$ cat config.mk
export PLATFORM = sky130hd
export DESIGN_NAME = mope_ram
export DESIGN_NICKNAME = d
export VERILOG_FILES = /design/src/hdl/mope_ram.sv
export SDC_FILE = /design/constraint.sdc
export NUM_CORES = 2
export LEC_CHECK = 0
export BUFFER_PORTS_ARGS = -buffer_cell sky130_fd_sc_hd__clkbuf_2
export CORE_ASPECT_RATIO = 0.9
export CORE_UTILIZATION = 60
export DETAILED_ROUTE_END_ITERATION = 16
export GPL_ROUTABILITY_DRIVEN = 0
export PLACE_DENSITY = 0.77
export SLEW_MARGIN = 20
export SYNTH_ARGS = -nofsm -noshare
export SYNTH_HDL_FRONTEND = slang
export SYNTH_SLANG_ARGS = --single-unit
$ cat constraint.sdc
create_clock -name clock -period 7.1 [get_ports clock]
set_input_delay 0.355 -clock clock [delete_from_list [all_inputs] [get_ports clock]]
set_output_delay 0.355 -clock clock [all_outputs]
set_load 0.01 [all_outputs]
$ cat src/hdl/mope_ram.sv
// Generic simple dual-port RAM: one write port, one read port, registered read.
// Depends on nothing.
module mope_ram #(
   parameter int WIDTH  = 32,
   parameter int DEPTH  = 64,
   parameter int ADDR_W = $clog2(DEPTH)
) (
   input  logic              clock,
   input  logic              wr_en,
   input  logic [ADDR_W-1:0] wr_addr,
   input  logic [WIDTH-1:0]  wr_data,
   input  logic [ADDR_W-1:0] rd_addr,
   output logic [WIDTH-1:0]  rd_data
);

   logic [WIDTH-1:0] mem_ff [DEPTH];
   logic [WIDTH-1:0] rd_data_ff;

   // Write and read; read data is registered and follows the address in the next cycle
   always_ff @(posedge clock) begin
      if (wr_en) begin
         mem_ff[wr_addr] <= wr_data;
      end
      rd_data_ff <= mem_ff[rd_addr];
   end

   assign rd_data = rd_data_ff;

endmodule

==> results_dict.tcl <==
set metrics [dict create \
    ff2ff_path_depth 4 \
    cts_tree "built" \
    synth_edf_count 2048 \
    h-tree-depth 4 \
    finalMaxSlewViolations 0 \
    sw_frac_of_total 0.207 \
    startpoint "rd_addr[1]" \
    synth_flop_cell "edfxtp_1" \
    vdd_drop_max_mv 0.269 \
    ioPinCount 78 \
    p_leak_nw 27.3 \
    critical_path_required_ns 7.74 \
    drt_iter0_drc 6559 \
    die_x_um 383 \
    fillers 7495 \
    clock_skew_ns 0.0205 \
    wl_per_cell_um 37.6 \
    final_area_sq_um 87900 \
    drive_gt1_frac 0.291 \
    ys_types 34 \
    ys_seq_elements 2080 \
    placed_area_sq_um 81600 \
    min-delay-path-class "in2reg" \
    overflow 0 \
    power.total_mw 25.2 \
    synth_top_area_cell "edfxtp_1" \
    grt_pass1_vias 39425 \
    cts_buffers 188 \
    min_from "wr_data[26]" \
    yosysWarnings 0 \
    initial_core_util 0.606 \
    crit_arrival_ns 3.95 \
    hold_end "mem_ff[10][26]" \
    path_common_cell "mux4_2" \
    setup_viol 0 \
    cts_resized 0 \
    final_nets 3558 \
    mappedNetlistNets 3370 \
    finish.utilization 0.679 \
    ys_async_sr_fraction 0 \
    cts_setup_buffers 0 \
    pwr-share-clk 0.411 \
    r2r-start "mem_ff[47][26]" \
    worst_setup_path_end_kind "flip-flop" \
    critical_path_class "in2reg" \
    coreArea_sq_um 129000 \
    dp_hpwl_um 102000 \
    grt_pass1_wl_um 286000 \
    final_cells 5391 \
    final_common_cell "edfxtp_1" \
    clockBufferDepth 3 \
    netlist_area_sq_um 78500 \
    fp.dieH_um 345 \
    rows 125 \
    cp_slowest_stage_delay_ns 0.82 \
    regToRegSetupSlack_ns 4.52 \
    worst_slew_pin_slew_ns 1.17 \
    yosysSeqAreaShare 0.791 \
    drtPass1Iterations 11 \
    hold_buffers 0 \
    final_min_period_over_clock_period 0.467 \
    hold_depth 1 \
    grt_max_degree 128 \
    drc 12 \
    fmax_mhz 302 \
    final.setup.tns_ns 0 \
    place_inst 5036 \
    powerDensity_nw_per_um2 287 \
    root_buffer "clkbuf_16" \
    violations "design-rule violations" \
    via_per_inst 7.15 \
    final_cell_mix "edfxtp_1, mux4_2, clkbuf_16" \
    synthCells 3324 \
    vias 38551 \
    switchingPower_mw 5.23 \
    status "complete, but fails checks" \
    synth_area_per_cell_sq_um 23.6 \
    hold_viol 0 \
    grt_usage 0.311 \
    antenna_found_initial 18 \
    area_growth_pct 11.9 \
    post-route-min-period_ns 3.31 \
    die_area_sq_um 132000 \
    clock_latency_ns 0.81 \
    crit_path_start_kind "input port" \
    antenna_left 0 \
    path_cells "buf_8, buf_12, buf_4, mux4_2, mux4_2, o22ai_1, nor2_1" \
    worstPathMaxFanout 127 \
    cts.sinks 2080 \
    wl_um 203000 \
    rr_endpoint "rd_data[26]" \
    slew_headroom 0.220 \
    path_clk_slew_ns 0.06 \
    power_frac_seq 0.541 \
    p_comb_frac 0.048 \
    synth_top_area_share 0.783 \
    synthTopCellsByArea "edfxtp_1, mux4_2, mux2i_1" \
    p_int_mw 20.0 \
    port_buffers 77 \
    rsz0062_at_grt "no" \
    drv_cap 0 \
    crit_path_top_delay_cell "o22ai_1" \
]
cells in the mapped netlist (3+ instances only):
library cell and instances:
o32ai_1 4, buf_1 21, mux4_2 544, nand2_1 26, o22ai_1 84, nand3b_1 5
o221ai_1 27, or3_1 3, and3_1 4, a21oi_1 62, nand2b_1 8, nor2b_1 15
nor3_1 7, buf_2 57, clkbuf_1 74, buf_4 25, mux2i_1 93, dfxtp_1 32
edfxtp_1 2048, a22oi_1 12, a41o_1 4, buf_6 5, nand3_1 5, nor2_1 137
or3b_2 3, a311oi_1 8
kinds of logic (layout without fill, tap and decap cells):
group / count (synthesis) / in the layout / share of synthesized area
and+or+nand+nor: 223 / 223 / 0.0127
DFF: 2080 / 2080 / 0.791
other: 0 / 7 / 0
AOI/OAI and AO/OA: 202 / 202 / 0.0167
muxes: 637 / 637 / 0.168
buffers and inverters: 182 / 528 / 0.0113
registers in the layout, indices dropped and copies added, names as in the netlist:
name     count
mem_ff    2048
rd_data     32
cell type report:
cell class	count	area [sq um]	area share
Clock buffer	260	5270	0.0600
Tap cell	1714	2140	0.0244
Timing Repair Buffer	180	1330	0.0152
Sequential cell	2080	62100	0.707
Multi-Input combinational cell	1062	16000	0.182
Antenna cell	7	17.5	0.000199
Clock inverter	88	992	0.0113
stage by stage:
| stage | setup WS [ns] | hold WS (ns) |
|---|---|---|
| 6_report | 3.79 | 0.0939 |
| 5_1_grt | 3.57 | 0.0909 |
| 4_1_cts | 3.81 | 0.125 |
| 3_5_place_dp | 3.01 | 0.724 |
| 3_3_place_gp | 3.13 | 0.730 |
| 2_1_floorplan | 3.59 | 0.454 |
worst max-delay path, delay by kind of cell:
kind            cells  cell delay, ns
mux                 2            0.88
buf+inv             3            1.65
simple gates        1            0.15
compound gates      1            0.82
power groups by stage:
stage	Sequential [mW]	Combinational, mW	Clock (mW)
after floorplan	13.9	0.661	0
after detailed placement	13.9	1.18	0
after global routing	13.6	1.26	10.9
final	13.6	1.21	10.3
after global placement	13.9	1.14	0
after CTS	13.7	1.20	10.4
per-layer routing:
metal  routed length, um  GRT usage  vias to the layer above
li1                    -          -                    14644
met1               71100      0.438                    20184
met2               96300      0.476                     3161
met3               27100     0.0776                      554
met4                8320      0.126                        8
met5                  51          0                        -
worst max path at each step:
stage | to | slack, ns | cells past startpoint
3_5_place_dp | rd_data[22] | 3.01 | 7
5_1_grt | rd_data[22] | 3.57 | 7
6_report | rd_data[22] | 3.79 | 7
2_1_floorplan | mem_ff[48][0] | 3.59 | 4
3_3_place_gp | rd_data[22] | 3.13 | 7
4_1_cts | rd_data[22] | 3.81 | 7
Note: power is estimated with default switching activity, not from simulation.
